==> src/rtl/core/contrast_stretch_grey_assert.svh <==
// ----------------------------------------------------------------------------
// Assertion macros used by the contrast stretch back end
// ----------------------------------------------------------------------------
`ifndef CONTRAST_STRETCH_GREY_ASSERT_SVH
`define CONTRAST_STRETCH_GREY_ASSERT_SVH

// same-cycle implication
`define CSG_ASSERT_NOW(label, clk, rst, ante, cons, msg) \
   label: assert property (@(posedge clk) disable iff (rst) (ante) |-> (cons)) else $error(msg);

// next-cycle implication
`define CSG_ASSERT_NEXT(label, clk, rst, ante, cons, msg) \
   label: assert property (@(posedge clk) disable iff (rst) (ante) |=> (cons)) else $error(msg);

`endif

==> src/rtl/core/csg_pkg.sv <==
// ----------------------------------------------------------------------------
// csg_pkg
// Types and constants of the grey-level contrast stretch block.
// ----------------------------------------------------------------------------
package csg_pkg;

   localparam int FRAC_REG_W   = 17;
   localparam int GAIN_BITS    = 16;
   localparam int GAIN_MAG_W   = 31;
   localparam int CMD_DEPTH    = 4;
   localparam int RSP_DEPTH    = 4;

   localparam logic [7:0]            FULL_SCALE   = 8'd255;
   localparam logic [FRAC_REG_W-1:0] ONE_Q16      = 17'h1_0000;
   localparam logic [FRAC_REG_W-1:0] BLACK_RESET  = 17'h0_0000;
   localparam logic [GAIN_MAG_W-1:0] GAIN_ONE     = 31'h0001_0000;
   localparam logic [GAIN_MAG_W-1:0] GAIN_MAG_MAX = 31'h7FFF_FFFF;

   typedef enum logic [0:0] {
      CSR_BLACK_FRACTION = 1'b0,
      CSR_WHITE_FRACTION = 1'b1
   } csr_index_type;

   typedef enum logic [0:0] {
      OP_MEASURE = 1'b0,
      OP_APPLY   = 1'b1
   } op_type;

   typedef struct packed {
      logic       op;
      logic [7:0] pixel;
      logic       last;
   } req_type;

   typedef struct packed {
      logic [7:0] pixel_out;
      logic       last_out;
   } rsp_type;

   // classified request handed from front to back
   typedef struct packed {
      logic       apply;
      logic [7:0] pixel;
      logic       last;
   } cmd_type;

   typedef struct packed {
      logic done;
      logic round_up;
   } div_status_type;

endpackage

==> src/rtl/core/csg_queue.sv <==
// ----------------------------------------------------------------------------
// csg_queue
// Small synchronous FIFO with registered slots and full/empty flags.
// ----------------------------------------------------------------------------
module csg_queue #(
   parameter int WIDTH = 10,
   parameter int DEPTH = 4
) (
   input  logic             clock,
   input  logic             reset,
   input  logic             push,
   input  logic [WIDTH-1:0] push_data,
   output logic             full,
   input  logic             pop,
   output logic [WIDTH-1:0] pop_data,
   output logic             empty
);

   localparam int PTR_W = (DEPTH > 1) ? $clog2(DEPTH) : 1;
   localparam int CNT_W = $clog2(DEPTH + 1);
   localparam logic [PTR_W-1:0] LAST_PTR = PTR_W'(DEPTH - 1);
   localparam logic [CNT_W-1:0] FULL_CNT = CNT_W'(DEPTH);

   logic [WIDTH-1:0] slot_ff [DEPTH];
   logic [PTR_W-1:0] wr_ptr_ff, wr_ptr_in;
   logic [PTR_W-1:0] rd_ptr_ff, rd_ptr_in;
   logic [CNT_W-1:0] count_ff, count_in;
   logic             do_push, do_pop;

   assign full     = (count_ff == FULL_CNT);
   assign empty    = (count_ff == '0);
   assign do_push  = push && !full;
   assign do_pop   = pop && !empty;
   assign pop_data = slot_ff[rd_ptr_ff];

   always_comb begin
      wr_ptr_in = wr_ptr_ff;
      rd_ptr_in = rd_ptr_ff;
      count_in  = count_ff;
      if (do_push) begin
         wr_ptr_in = (wr_ptr_ff == LAST_PTR) ? '0 : wr_ptr_ff + 1'b1;
      end
      if (do_pop) begin
         rd_ptr_in = (rd_ptr_ff == LAST_PTR) ? '0 : rd_ptr_ff + 1'b1;
      end
      if (do_push && !do_pop) begin
         count_in = count_ff + 1'b1;
      end else if (do_pop && !do_push) begin
         count_in = count_ff - 1'b1;
      end
   end

   always_ff @(posedge clock) begin
      if (reset) begin
         wr_ptr_ff <= '0;
         rd_ptr_ff <= '0;
         count_ff  <= '0;
      end else begin
         wr_ptr_ff <= wr_ptr_in;
         rd_ptr_ff <= rd_ptr_in;
         count_ff  <= count_in;
      end
   end

   always_ff @(posedge clock) begin
      if (do_push) begin
         slot_ff[wr_ptr_ff] <= push_data;
      end
   end

endmodule

==> src/rtl/core/csg_front.sv <==
// ----------------------------------------------------------------------------
// csg_front
// Request intake: classifies each request and queues it for the back end.
// ----------------------------------------------------------------------------
module csg_front
   import csg_pkg::*;
(
   input  logic    clock,
   input  logic    reset,
   input  logic    req_push,
   output logic    req_full,
   input  req_type req_data,
   output logic    cmd_valid,
   output cmd_type cmd_data,
   input  logic    cmd_pop
);

   cmd_type cmd_in;
   logic    cmd_empty;

   always_comb begin
      cmd_in.apply = (op_type'(req_data.op) == OP_APPLY);
      cmd_in.pixel = req_data.pixel;
      cmd_in.last  = req_data.last;
   end

   csg_queue #(
      .WIDTH ($bits(cmd_type)),
      .DEPTH (CMD_DEPTH)
   ) u_cmd_queue (
      .clock     (clock),
      .reset     (reset),
      .push      (req_push),
      .push_data (cmd_in),
      .full      (req_full),
      .pop       (cmd_pop),
      .pop_data  (cmd_data),
      .empty     (cmd_empty)
   );

   assign cmd_valid = !cmd_empty;

endmodule

==> src/rtl/core/csg_gain_div.sv <==
// ----------------------------------------------------------------------------
// csg_gain_div
// Restoring divider, one quotient bit per cycle: 255 << (F+16) / divisor,
// with a half-to-even round-up flag from the final remainder.
// ----------------------------------------------------------------------------
module csg_gain_div
   import csg_pkg::*;
#(
   parameter int FRACTION_BITS = 16
) (
   input  logic                        clock,
   input  logic                        reset,
   input  logic                        start,
   input  logic [FRACTION_BITS+7:0]    divisor,
   output div_status_type              status,
   output logic [FRACTION_BITS+23:0]   quotient
);

   localparam int LVL_W = FRACTION_BITS + 8;
   localparam int NUM_W = FRACTION_BITS + 8 + GAIN_BITS;
   localparam int CNT_W = $clog2(NUM_W + 1);
   localparam logic [NUM_W-1:0] NUMERATOR = {FULL_SCALE, {(FRACTION_BITS + GAIN_BITS){1'b0}}};

   logic             busy_ff, busy_in;
   logic             fin_ff, fin_in;
   logic             done_ff, done_in;
   logic             round_ff, round_in;
   logic [CNT_W-1:0] cnt_ff, cnt_in;
   logic [LVL_W-1:0] rem_ff, rem_in;
   logic [NUM_W-1:0] quo_ff, quo_in;
   logic [NUM_W-1:0] num_ff, num_in;
   logic [LVL_W-1:0] dvs_ff, dvs_in;
   logic [LVL_W:0]   trial, diff, rem_twice;
   logic             fits;

   always_comb begin
      trial     = {rem_ff, num_ff[NUM_W-1]};
      fits      = (trial >= {1'b0, dvs_ff});
      diff      = trial - {1'b0, dvs_ff};
      rem_twice = {rem_ff, 1'b0};

      busy_in  = busy_ff;
      fin_in   = 1'b0;
      done_in  = 1'b0;
      round_in = round_ff;
      cnt_in   = cnt_ff;
      rem_in   = rem_ff;
      quo_in   = quo_ff;
      num_in   = num_ff;
      dvs_in   = dvs_ff;

      if (start) begin
         busy_in = 1'b1;
         cnt_in  = CNT_W'(NUM_W);
         rem_in  = '0;
         quo_in  = '0;
         num_in  = NUMERATOR;
         dvs_in  = divisor;
      end else if (busy_ff) begin
         rem_in = fits ? diff[LVL_W-1:0] : trial[LVL_W-1:0];
         quo_in = {quo_ff[NUM_W-2:0], fits};
         num_in = {num_ff[NUM_W-2:0], 1'b0};
         cnt_in = cnt_ff - 1'b1;
         if (cnt_ff == CNT_W'(1)) begin
            busy_in = 1'b0;
            fin_in  = 1'b1;
         end
      end else if (fin_ff) begin
         // round half to even on the quotient
         round_in = (rem_twice > {1'b0, dvs_ff}) ||
                    ((rem_twice == {1'b0, dvs_ff}) && quo_ff[0]);
         done_in  = 1'b1;
      end
   end

   always_ff @(posedge clock) begin
      if (reset) begin
         busy_ff <= 1'b0;
         fin_ff  <= 1'b0;
         done_ff <= 1'b0;
         cnt_ff  <= '0;
      end else begin
         busy_ff <= busy_in;
         fin_ff  <= fin_in;
         done_ff <= done_in;
         cnt_ff  <= cnt_in;
      end
   end

   always_ff @(posedge clock) begin
      round_ff <= round_in;
      rem_ff   <= rem_in;
      quo_ff   <= quo_in;
      num_ff   <= num_in;
      dvs_ff   <= dvs_in;
   end

   assign status.done     = done_ff;
   assign status.round_up = round_ff;
   assign quotient        = quo_ff;

endmodule

==> src/rtl/core/csg_back.sv <==
// ----------------------------------------------------------------------------
// csg_back
// Execution side: min/max tracking, level and gain latch, the apply
// pipeline and the response queue.
// ----------------------------------------------------------------------------
`include "contrast_stretch_grey_assert.svh"

module csg_back
   import csg_pkg::*;
#(
   parameter int FRACTION_BITS = 16
) (
   input  logic                  clock,
   input  logic                  reset,
   input  logic                  cmd_valid,
   input  cmd_type               cmd_data,
   output logic                  cmd_pop,
   input  logic [FRAC_REG_W-1:0] black_fraction,
   input  logic [FRAC_REG_W-1:0] white_fraction,
   output logic                  rsp_empty,
   input  logic                  rsp_pop,
   output rsp_type               rsp_data
);

   localparam int LVL_W  = FRACTION_BITS + 8;
   localparam int NUM_W  = FRACTION_BITS + 8 + GAIN_BITS;
   localparam int PROD_W = LVL_W + GAIN_MAG_W;
   localparam int SH     = FRACTION_BITS + GAIN_BITS;
   localparam int RES_W  = PROD_W - SH;
   localparam int CRD_W  = $clog2(RSP_DEPTH + 1);
   localparam int SCL_W  = 25 + FRACTION_BITS;
   localparam logic [LVL_W-1:0] WHITE_RESET = {FULL_SCALE, {FRACTION_BITS{1'b0}}};

   typedef enum logic [3:0] {
      ST_RUN    = 4'b0001,
      ST_LEVEL  = 4'b0010,
      ST_START  = 4'b0100,
      ST_DIVIDE = 4'b1000
   } back_state_type;

   // lo + span * frac in 8.F, product rounded half to even to F fraction bits
   function automatic logic [LVL_W-1:0] level_of(input logic [7:0] lo,
                                                 input logic [7:0] span,
                                                 input logic [FRAC_REG_W-1:0] frac);
      logic [FRAC_REG_W-1:0] f;
      logic [24:0]           prod;
      logic [SCL_W-1:0]      scaled;
      logic [LVL_W:0]        q;
      logic                  up;
      logic [LVL_W:0]        sum;
      f      = (frac > ONE_Q16) ? ONE_Q16 : frac;
      prod   = 25'(span) * 25'(f);
      scaled = {prod, {FRACTION_BITS{1'b0}}};
      q      = scaled[SCL_W-1:16];
      up     = scaled[15] && ((scaled[14:0] != '0) || q[0]);
      sum    = {1'b0, lo, {FRACTION_BITS{1'b0}}} + q + (LVL_W + 1)'(up);
      return sum[LVL_W-1:0];
   endfunction

   back_state_type        state_ff, state_in;
   logic [7:0]            min_ff, min_in, max_ff, max_in;
   logic [7:0]            lo_ff, lo_in, span_ff, span_in;
   logic [LVL_W-1:0]      black_ff, black_in, white_ff, white_in;
   logic [GAIN_MAG_W-1:0] gain_mag_ff, gain_mag_in;
   logic                  gain_neg_ff, gain_neg_in;
   logic [CRD_W-1:0]      credit_ff, credit_in;

   logic [7:0]            new_min, new_max;
   logic                  issue_apply, rsp_taken, rsp_full;
   logic                  div_start;
   logic [LVL_W-1:0]      div_divisor;
   div_status_type        div_status;
   logic [NUM_W-1:0]      div_quotient;
   logic [NUM_W:0]        quo_rounded;

   // apply pipeline
   logic                  a1_valid_ff, a2_valid_ff, a3_valid_ff;
   logic [7:0]            a1_pixel_ff;
   logic                  a1_last_ff, a2_last_ff, a3_last_ff;
   logic [LVL_W-1:0]      p_fixed, a2_dmag_ff, a2_dmag_in;
   logic                  a2_dneg_ff, a2_dneg_in, a3_dneg_ff;
   logic                  a2_eq_ff, a2_eq_in, a3_eq_ff;
   logic                  a2_le_ff, a2_le_in, a3_le_ff;
   logic [PROD_W-1:0]     a3_prod_ff, a3_prod_in;
   logic                  res_up;
   logic [RES_W:0]        res;
   rsp_type               rsp_in;

   // ---------------- control ----------------
   assign new_min     = (cmd_data.pixel < min_ff) ? cmd_data.pixel : min_ff;
   assign new_max     = (cmd_data.pixel > max_ff) ? cmd_data.pixel : max_ff;
   assign cmd_pop     = (state_ff == ST_RUN) && cmd_valid &&
                        (!cmd_data.apply || (credit_ff != '0));
   assign issue_apply = cmd_pop && cmd_data.apply;
   assign rsp_taken   = rsp_pop && !rsp_empty;
   assign div_divisor = (white_ff < black_ff) ? black_ff - white_ff : white_ff - black_ff;
   assign quo_rounded = {1'b0, div_quotient} + (NUM_W + 1)'(div_status.round_up);

   always_comb begin
      state_in    = state_ff;
      min_in      = min_ff;
      max_in      = max_ff;
      lo_in       = lo_ff;
      span_in     = span_ff;
      black_in    = black_ff;
      white_in    = white_ff;
      gain_mag_in = gain_mag_ff;
      gain_neg_in = gain_neg_ff;
      div_start   = 1'b0;
      credit_in   = credit_ff - CRD_W'(issue_apply) + CRD_W'(rsp_taken);

      unique case (state_ff)
         ST_RUN: begin
            if (cmd_pop && !cmd_data.apply) begin
               min_in = new_min;
               max_in = new_max;
               if (cmd_data.last) begin
                  lo_in    = new_min;
                  span_in  = (new_max >= new_min) ? new_max - new_min : 8'd0;
                  min_in   = FULL_SCALE;
                  max_in   = 8'd0;
                  state_in = ST_LEVEL;
               end
            end
         end
         ST_LEVEL: begin
            black_in = level_of(lo_ff, span_ff, black_fraction);
            white_in = level_of(lo_ff, span_ff, white_fraction);
            state_in = ST_START;
         end
         ST_START: begin
            if (white_ff == black_ff) begin
               gain_mag_in = GAIN_MAG_MAX;
               gain_neg_in = 1'b0;
               state_in    = ST_RUN;
            end else begin
               gain_neg_in = (white_ff < black_ff);
               div_start   = 1'b1;
               state_in    = ST_DIVIDE;
            end
         end
         ST_DIVIDE: begin
            if (div_status.done) begin
               gain_mag_in = (quo_rounded > {{(NUM_W + 1 - GAIN_MAG_W){1'b0}}, GAIN_MAG_MAX}) ?
                             GAIN_MAG_MAX : quo_rounded[GAIN_MAG_W-1:0];
               state_in    = ST_RUN;
            end
         end
         default: state_in = ST_RUN;
      endcase
   end

   always_ff @(posedge clock) begin
      if (reset) begin
         state_ff    <= ST_RUN;
         min_ff      <= FULL_SCALE;
         max_ff      <= 8'd0;
         black_ff    <= '0;
         white_ff    <= WHITE_RESET;
         gain_mag_ff <= GAIN_ONE;
         gain_neg_ff <= 1'b0;
         credit_ff   <= CRD_W'(RSP_DEPTH);
      end else begin
         state_ff    <= state_in;
         min_ff      <= min_in;
         max_ff      <= max_in;
         black_ff    <= black_in;
         white_ff    <= white_in;
         gain_mag_ff <= gain_mag_in;
         gain_neg_ff <= gain_neg_in;
         credit_ff   <= credit_in;
      end
   end

   always_ff @(posedge clock) begin
      lo_ff   <= lo_in;
      span_ff <= span_in;
   end

   csg_gain_div #(
      .FRACTION_BITS (FRACTION_BITS)
   ) u_gain_div (
      .clock    (clock),
      .reset    (reset),
      .start    (div_start),
      .divisor  (div_divisor),
      .status   (div_status),
      .quotient (div_quotient)
   );

   // ---------------- apply pipeline ----------------
   always_comb begin
      p_fixed    = {a1_pixel_ff, {FRACTION_BITS{1'b0}}};
      a2_dneg_in = (p_fixed < black_ff);
      a2_dmag_in = a2_dneg_in ? black_ff - p_fixed : p_fixed - black_ff;
      a2_eq_in   = (white_ff == black_ff);
      a2_le_in   = (p_fixed <= black_ff);
      a3_prod_in = PROD_W'(a2_dmag_ff) * PROD_W'(gain_mag_ff);
   end

   always_comb begin
      res_up = a3_prod_ff[SH-1] && ((a3_prod_ff[SH-2:0] != '0) || a3_prod_ff[SH]);
      res    = {1'b0, a3_prod_ff[PROD_W-1:SH]} + (RES_W + 1)'(res_up);
      rsp_in.last_out = a3_last_ff;
      if (a3_eq_ff) begin
         rsp_in.pixel_out = a3_le_ff ? 8'd0 : FULL_SCALE;
      end else if (a3_dneg_ff != gain_neg_ff) begin
         rsp_in.pixel_out = 8'd0;
      end else if (res > (RES_W + 1)'(FULL_SCALE)) begin
         rsp_in.pixel_out = FULL_SCALE;
      end else begin
         rsp_in.pixel_out = res[7:0];
      end
   end

   always_ff @(posedge clock) begin
      if (reset) begin
         a1_valid_ff <= 1'b0;
         a2_valid_ff <= 1'b0;
         a3_valid_ff <= 1'b0;
      end else begin
         a1_valid_ff <= issue_apply;
         a2_valid_ff <= a1_valid_ff;
         a3_valid_ff <= a2_valid_ff;
      end
   end

   always_ff @(posedge clock) begin
      a1_pixel_ff <= cmd_data.pixel;
      a1_last_ff  <= cmd_data.last;
      a2_last_ff  <= a1_last_ff;
      a2_dmag_ff  <= a2_dmag_in;
      a2_dneg_ff  <= a2_dneg_in;
      a2_eq_ff    <= a2_eq_in;
      a2_le_ff    <= a2_le_in;
      a3_last_ff  <= a2_last_ff;
      a3_prod_ff  <= a3_prod_in;
      a3_dneg_ff  <= a2_dneg_ff;
      a3_eq_ff    <= a2_eq_ff;
      a3_le_ff    <= a2_le_ff;
   end

   csg_queue #(
      .WIDTH ($bits(rsp_type)),
      .DEPTH (RSP_DEPTH)
   ) u_rsp_queue (
      .clock     (clock),
      .reset     (reset),
      .push      (a3_valid_ff),
      .push_data (rsp_in),
      .full      (rsp_full),
      .pop       (rsp_pop),
      .pop_data  (rsp_data),
      .empty     (rsp_empty)
   );

   // ---------------- checks ----------------
   `CSG_ASSERT_NOW(a_rsp_no_overflow, clock, reset, a3_valid_ff, !rsp_full, "response queue overrun")
   `CSG_ASSERT_NOW(a_pop_only_in_run, clock, reset, cmd_pop, state_ff == ST_RUN, "pop outside run")
   `CSG_ASSERT_NOW(a_div_done_in_divide, clock, reset, div_status.done, state_ff == ST_DIVIDE, "stray divide done")
   `CSG_ASSERT_NEXT(a_last_measure_latch, clock, reset, cmd_pop && !cmd_data.apply && cmd_data.last, state_ff == ST_LEVEL, "level latch missed")

endmodule

==> src/rtl/core/contrast_stretch_grey.sv <==
// ----------------------------------------------------------------------------
// contrast_stretch_grey
// Min/max grey-level autocontrast over a frame sent twice: a measure pass
// collects the pixel range, an apply pass stretches each pixel.
// ----------------------------------------------------------------------------
//
//   channel   ports                               direction  moves
//   request   req_push req_full req_data          in         op, pixel, last
//   response  rsp_empty rsp_pop rsp_data          out        pixel_out, last_out
//   csr       csr_write csr_index csr_data        in         black/white fraction
//
// In its run state the back end pops requests back to back; apply requests need response queue room.
// A measure request flagged last holds the back end while it latches the
// levels and, unless the two levels are equal, runs the bit-serial gain
// divider (FRACTION_BITS + 24 quotient bits) plus rounding.
// An apply request passes the command queue, the apply registers a1, a2 and
// a3 and the response queue before its response is on the response ports.
// Reset is synchronous; there is no clearing pass.
// Either side may stall; the request queue keeps taking requests while the
// back end is busy, until it fills.
//
module contrast_stretch_grey
   import csg_pkg::*;
#(
   parameter int FRACTION_BITS = 16
) (
   input  logic                  clock,
   input  logic                  reset,
   // request channel
   input  logic                  req_push,
   output logic                  req_full,
   input  req_type               req_data,
   // response channel
   output logic                  rsp_empty,
   input  logic                  rsp_pop,
   output rsp_type               rsp_data,
   // register write port
   input  logic                  csr_write,
   input  csr_index_type         csr_index,
   input  logic [FRAC_REG_W-1:0] csr_data
);

   // fraction registers; to be written only while the block is idle, which the block itself does not enforce
   logic [FRAC_REG_W-1:0] black_frac_ff, black_frac_in;
   logic [FRAC_REG_W-1:0] white_frac_ff, white_frac_in;

   logic    cmd_valid;
   logic    cmd_pop;
   cmd_type cmd_data;

   always_comb begin
      black_frac_in = black_frac_ff;
      white_frac_in = white_frac_ff;
      if (csr_write) begin
         unique case (csr_index)
            CSR_BLACK_FRACTION: black_frac_in = csr_data;
            CSR_WHITE_FRACTION: white_frac_in = csr_data;
            default: ;
         endcase
      end
   end

   always_ff @(posedge clock) begin
      if (reset) begin
         black_frac_ff <= BLACK_RESET;
         white_frac_ff <= ONE_Q16;
      end else begin
         black_frac_ff <= black_frac_in;
         white_frac_ff <= white_frac_in;
      end
   end

   // front: classify and queue requests
   csg_front u_front (
      .clock     (clock),
      .reset     (reset),
      .req_push  (req_push),
      .req_full  (req_full),
      .req_data  (req_data),
      .cmd_valid (cmd_valid),
      .cmd_data  (cmd_data),
      .cmd_pop   (cmd_pop)
   );

   // back: statistics, level/gain latch, stretch pipeline, response queue
   csg_back #(
      .FRACTION_BITS (FRACTION_BITS)
   ) u_back (
      .clock          (clock),
      .reset          (reset),
      .cmd_valid      (cmd_valid),
      .cmd_data       (cmd_data),
      .cmd_pop        (cmd_pop),
      .black_fraction (black_frac_ff),
      .white_fraction (white_frac_ff),
      .rsp_empty      (rsp_empty),
      .rsp_pop        (rsp_pop),
      .rsp_data       (rsp_data)
   );

endmodule
==> config.mk <==
export PLATFORM = sky130hd
export DESIGN_NAME = contrast_stretch_grey
export DESIGN_NICKNAME = d
export VERILOG_FILES = /design/src/rtl/core/csg_pkg.sv /design/src/rtl/core/csg_queue.sv /design/src/rtl/core/csg_front.sv /design/src/rtl/core/csg_gain_div.sv /design/src/rtl/core/csg_back.sv /design/src/rtl/core/contrast_stretch_grey.sv
export VERILOG_INCLUDE_DIRS = /design/src /design/src/rtl/core
export SDC_FILE = /design/constraint.sdc
export NUM_CORES = 2
export LEC_CHECK = 0
export ABC_AREA = 0
export CELL_PAD_IN_SITES_DETAIL_PLACEMENT = 0
export CELL_PAD_IN_SITES_GLOBAL_PLACEMENT = 1
export CORE_MARGIN = 2
export CORE_UTILIZATION = 50
export CTS_BUF_LIST = sky130_fd_sc_hd__clkbuf_16
export CTS_CLUSTER_DIAMETER = 100
export DETAILED_ROUTE_END_ITERATION = 8
export DONT_BUFFER_PORTS = 1
export GPL_TIMING_DRIVEN = 0
export PLACE_DENSITY = 0.77
export SLEW_MARGIN = 5
export SYNTH_ARGS = -nofsm -noshare
export SYNTH_HDL_FRONTEND = slang
export SYNTH_SLANG_ARGS = --single-unit
==> constraint.sdc <==
create_clock -name clock -period 14.8 [get_ports clock]
set_input_delay 1.48 -clock clock [delete_from_list [all_inputs] [get_ports clock]]
set_output_delay 1.48 -clock clock [all_outputs]
set_load 0.03 [all_outputs]
==> After elaboration in Yosys (flattened, before gate mapping) <==
Memory sizes are Yosys's and may differ from the RTL's. A register that Yosys moved wholly into a read port is not among the register bits.
Index checks and enable logic that the tools add are counted.
{ "op_classes": {"add_sub_neg": 21, "mul": 3, "order_cmp": 12, "eq_ne": 18, "muxes": 48, "n_bitwise": 3, "n_reduce_logical": 44} }
{ "ops": {"columns": ["operator", "count"], "rows": [
  ["$sub A24 B24 Y24", 5],
  ["$mux W31", 3],
  ["$mux W24", 3],
  ["$mux W8", 8],
  ["$pmux W31 S2", 1],
  ["$mul A24 B31 Y55", 1],
  ["$add A24 B24 Y24", 2],
  ["$lt A24 B24 Y1", 2],
  ["$mul A8 B17 Y24", 2],
  ["$add A40 B1 Y41", 1],
  ["$gt A41 B31 Y1 const B", 1],
  ["$gt A17 B17 Y1 const B", 2],
  ["$mux W17", 2],
  ["$reduce_bool A31 Y1", 1],
  ["$eq A25 B24 Y1", 1],
  ["$ge A25 B24 Y1", 1],
  ["$gt A25 B24 Y1", 1],
  ["$add A23 B1 Y24", 1],
  ["$eq A24 B24 Y1", 1],
  ["$gt A24 B8 Y1 const B", 1],
  ["$le A24 B24 Y1", 1],
  ["$mux W2", 8],
  ["$mux W4", 4],
  ["$pmux W4 S4", 1],
  ["34 further kinds", 95]
]} }
{ "totals": {"reg_bits": 372, "ramBits": 76, "in_bits": 33, "output_inout_bits": 11, "elab_cells": 194, "memories": 2} }
{ "mem_list": {"columns": ["name", "words", "width", "read_ports", "rd_clocked_by_memory_dff", "wr", "line", "rtl"], "rows": [
  ["u_front.u_cmd_queue.slot_ff", 4, 10, 1, 1, 1, "csg_queue.sv:24", "logic [WIDTH-1:0] slot_ff [DEPTH];"],
  ["u_back.u_rsp_queue.slot_ff", 4, 9, 1, 1, 1, "csg_queue.sv:24", null]
]} }

==> Depth between registers and ports, before layout <==
{ "logic_depth": {"ltp_word": 8, "ltp_mapped": 27, "mapped_depth_nobuf": 25} }

==> Hierarchy <==
Synthesis repeated with hierarchy kept, for this count alone.
{ "hier_totals": {"cells_unflattened": 5994, "area_unflattened_um2": 54823.8} }
{ "by_module_without_submodules": {"columns": ["module", "n_inst", "cells_each", "area_each_um2", "seq_area_each_um2"], "rows": [
  ["csg_back", 1, 5068, 44202.4, 4524.3],
  ["csg_gain_div", 1, 594, 5418.9, 2372.3],
  ["csg_queue at u_front.u_cmd_queue", 1, 102, 1954.4, 1381.3],
  ["csg_queue at u_back.u_rsp_queue", 1, 97, 1811.7, 1261.2],
  ["contrast_stretch_grey", 1, 132, 1432.6, 680.7],
  ["csg_front", 1, 1, 3.8, 0.0]
]} }

==> Least setup slack after synthesis <==
No wires, ideal clock.
{ "synth_timing": {"path_kind": "flip-flop to flip-flop", "startpoint": "register u_back.gain_mag_ff[10]", "endpoint": "register u_back.a3_prod_ff[48]", "setup_ns": 0.072, "t_arrival_ns": 6.784, "required_ns": 14.728, "path_slack_ns": 7.944, "stages_incl_launch_ff": 25, "n_path_buf": 1, "synth_period_minus_slack_ns": 6.856, "cell_sequence": "dfxtp_1 -> clkbuf_1 -> nand2_1 -> fa_1 -> fa_1 -> inv_1 -> fa_1 -> inv_1 -> fa_1 -> inv_1 -> fa_1 -> fa_1 -> inv_1 -> fa_1 -> inv_1 -> ha_1 -> nand2_1 -> or4_1 -> o2111a_1 -> a21oi_1 -> a31o_2 -> a31oi_1 -> o221a_2 -> o21ai_0 -> xnor2_1"} }
{ "synth_between": {"elab_chain_cells": 1} }
{ "synth_lines": {"columns": ["item", "line", "rtl"], "rows": [
  ["start: declaration", "csg_back.sv:64", "logic [GAIN_MAG_W-1:0] gain_mag_ff, gain_mag_in;"],
  ["start signal: assignment", "csg_back.sv:169", "gain_mag_ff <= gain_mag_in;"],
  ["$mul A24 B31 Y55", "csg_back.sv:198", "a3_prod_in = PROD_W'(a2_dmag_ff) * PROD_W'(gain_mag_ff);"],
  ["via u_back.a3_prod_in[48]", "csg_back.sv:84", "logic [PROD_W-1:0] a3_prod_ff, a3_prod_in;"],
  ["end signal: assignment", "csg_back.sv:237", "a3_prod_ff <= a3_prod_in;"],
  ["end: declaration", "csg_back.sv:84", null]
]} }
The timed path passes the listed nets, and every way through them passes these cells.
A chain may end at the register's enable or synchronous reset.

==> Final worst setup path <==
{ "layout_timing": {"startpoint": "register u_back.gain_mag_ff[18]", "endpoint": "register u_back.a3_prod_ff[54]"} }
The elaborated chain is that of the path after synthesis.

==> flow_summary.json <==
{
  "chipHeight_um": 334,
  "wirelength_mm": 156,
  "hold_slack_ns": 0.322,
  "drt_iter0_markers": 2567,
  "crit_type": "flip-flop to flip-flop",
  "r2r_setup_slack_ns": 5.91,
  "setup_viol": 0,
  "grt_overflow_total": 0,
  "hp-class": "flip-flop to flip-flop",
  "yosysWarnings": 0,
  "antenna_found_initial": 7,
  "fp.dieW_um": 334,
  "synth_edf_count": 117,
  "die_area_sq_mm": 0.111,
  "vias": 40540,
  "r2r-start": "u_back.gain_mag_ff[18]",
  "holdBufCountCts": 0,
  "skew_ns": 0.0528,
  "timing.slew.headroom_pct": 17.5,
  "insertion_delay_ns": 0.67,
  "design.core.area_sq_mm": 0.108,
  "yosysTopAreaCell": "fa_1",
  "required_ns": 15.38,
  "ir_drop_mv": 0.238,
  "synth_top_flop_cell": "dfxtp_1",
  "synth_cell_types": 84,
  "final_cell_mix": "1,107 x inv_1, 838 x fa_1, 727 x nand2_1, 576 x and2_1, 413 x ha_1",
  "cts.repair.resized": 0,
  "synth_top_area_share_pct": 30.8,
  "cts_tree": "done",
  "placed_cells": 7403,
  "final_max_slew_viol_count": 0,
  "p_leak_uw": 0.0271,
  "detail-route-antenna-nets": 0,
  "syn_area_per_cell_sq_um": 9.09,
  "rsz0062_at_grt": "false",
  "cp.arrival_ns": 9.47,
  "rows": 121,
  "synth-seq-area-share_pct": 18.8,
  "grt_max_degree": 34,
  "dpl-instance-area_sq_mm": 0.0562,
  "initial_core_util_pct": 50.2,
  "endpoint": "u_back.a3_prod_ff[54]",
  "gp_congestion": 0.953,
  "clockBufferDepth": 3,
  "cts_max_level": 2,
  "clk_pin_slew_worst_paths_ns": 0.06,
  "layout-drive-gt1-share_pct": 2.76,
  "grt-busiest-layer": "met2",
  "tightest_slew_ns": 1.23,
  "timing.setup.tns_ns": 0,
  "p_total_uw": 5490,
  "post-cts-setup-buffers": 0,
  "io_pins": 44,
  "dp_hpwl_mm": 128,
  "min_period_over_period_pct": 60.1,
  "worst_r2r_path_depth": 24,
  "period_needed_ns": 8.89,
  "endpoint_kind": "flip-flop",
  "synth.net_count": 7271,
  "cts-buffers-inserted": 54,
  "antenna_cells": 0,
  "grt_pass1_vias": 41989,
  "syn2layout_area_growth_pct": 6.86,
  "wl_per_cell_um": 20.8,
  "final_area_sq_mm": 0.0581,
  "met1_usage_pct": 38.2,
  "max_freq_mhz": 112,
  "synth_area_leaders": "fa_1 31%, dfxtp_1 12%, ha_1 9.5%",
  "powerDensity_mw_per_mm2": 94.5,
  "fin_cells": 7504,
  "mostFrequentLayoutCell": "inv_1",
  "dr.pass1.iters": 5,
  "synth_area_sq_mm": 0.0544,
  "drc": 0,
  "reg2reg_to": "u_back.a3_prod_ff[54]",
  "gr-usage-met2_pct": 47.7,
  "async_flop_share_pct": 0,
  "fin_nets": 7329,
  "crit_path_start_kind": "flip-flop",
  "viasPerCell": 5.40,
  "clock-sinks": 452,
  "grt_pass1_wl_mm": 247,
  "nFillCells": 10171,
  "crit_fanout": 10,
  "ys_ff_latch": 452,
  "synthCells": 5987,
  "max_cap_viol_count": 0,
  "grt_usage_pct": 28.7,
  "status": "finished, final reports clean",
  "use_met3_pct": 4.18,
  "hold_viol_final": 0,
  "crit_start": "u_back.gain_mag_ff[18]",
  "cts_root_buf": "clkbuf_16",
  "portBuffers": 0
}
-- sequential cells by signal, summed over array words and instances, names as in the netlist, 4 cells and up, named ones only --
signal and cells:
u_back.u_gain_div.quotient 40, black_frac_ff 17, u_back.white_ff 24, u_back.state_ff 4, u_back.a3_prod_ff 55, u_back.span_ff 8
u_back.a2_dmag_ff 24, u_back.lo_ff 8, u_back.u_rsp_queue.slot_ff 36, u_back.u_gain_div.num_ff 8, u_back.min_ff 8, white_frac_ff 17
u_back.max_ff 8, u_back.u_gain_div.dvs_ff 24, u_front.u_cmd_queue.slot_ff 40, u_back.u_gain_div.cnt_ff 6, u_back.u_gain_div.rem_ff 24, u_back.gain_mag_ff 31
u_back.black_ff 24, u_back.a1_pixel_ff 8
-- power by group --
group / total, uW / internal [uW] / switching, uW
Combinational: 2430 / 893 / 1540
Clock: 1430 / 844 / 584
Sequential: 1630 / 1470 / 159
-- metal layers --
metal | vias up | part of all wire, %
met5 | - | 0
met4 | 0 | 4.2
met3 | 289 | 5.9
met2 | 1112 | 47
met1 | 20314 | 43
li1 | 18825 | -
-- metrics by stage --
step / setup slack (ns) / util [%]
floorplan: 7.94 / -
global placement: 5.91 / 51.8
detailed placement: 5.86 / 51.9
CTS: 5.85 / 53.6
global route: 5.52 / 53.6
finish: 5.91 / 53.6
-- layout make-up --
type	instances	area [sq um]	share of cell area, %
Multi-Input combinational cell	4140	39000	67.0
Sequential cell	452	10200	17.6
Inverter	1103	4140	7.12
Tap cell	1414	1770	3.04
Clock buffer	55	1380	2.37
Buffer	292	1100	1.90
Clock inverter	46	547	0.941
Timing Repair Buffer	2	18.8	0.0323
-- worst min path at each step --
stage	from	end	slack (ns)	cells past startpoint
after floorplan	u_back.a1_last_ff	u_back.a2_last_ff	0.31	0
after global placement	u_back.a1_last_ff	u_back.a2_last_ff	0.31	0
after detailed placement	u_back.a1_last_ff	u_back.a2_last_ff	0.31	0
after CTS	u_back.a1_last_ff	u_back.a2_last_ff	0.32	0
after global routing	u_back.a1_last_ff	u_back.a2_last_ff	0.35	0
final	u_back.a1_last_ff	u_back.a2_last_ff	0.32	0
-- logic make-up (layout without fill, tap and decap cells) --
kind of cell,after synthesis,count (layout),synth area share [%]
DFF,452,452,18.8
muxes,117,117,2.61
buffers and inverters,1395,1498,9.63
xor gates and xnor gates,208,208,3.35
AOI/OAI and AO/OA,731,731,8.59
and+or+nand+nor,1833,1833,16.7
adders and majority gates,1251,1251,40.3
-- cell usage after synthesis, drive strengths merged, types with 27 or more instances --
master / count
inv: 1102
fa: 838
nand2: 727
and2: 576
ha: 413
dfxtp: 335
clkbuf: 266
a21oi: 258
nor2: 221
xnor2: 127
edfxtp: 117
o21ai: 115
a21o: 88
xor2: 81
mux2i: 79
a211oi: 57
nor3: 52
nor2b: 49
nand3: 47
nand2b: 28
and3: 27
-- critical path: stages (launching register included) --
cell and delay [ns]:
dfxtp_1 0.75, clkbuf_1 0.65, nand2_1 0.17, fa_1 0.56
inv_1 0.05, fa_1 0.48, inv_1 0.06, fa_1 0.51
fa_1 0.52, inv_1 0.06, fa_1 0.50, fa_1 0.49
inv_1 0.05, fa_1 0.47, inv_1 0.04, ha_1 0.41
inv_1 0.08, or4_1 0.69, a211o_1 0.39, a21oi_1 0.41
a31o_2 0.38, o22ai_1 0.18, nor3_1 0.49, o221a_2 0.31
xnor2_1 0.12
Power figures use the tool's default switching activity.
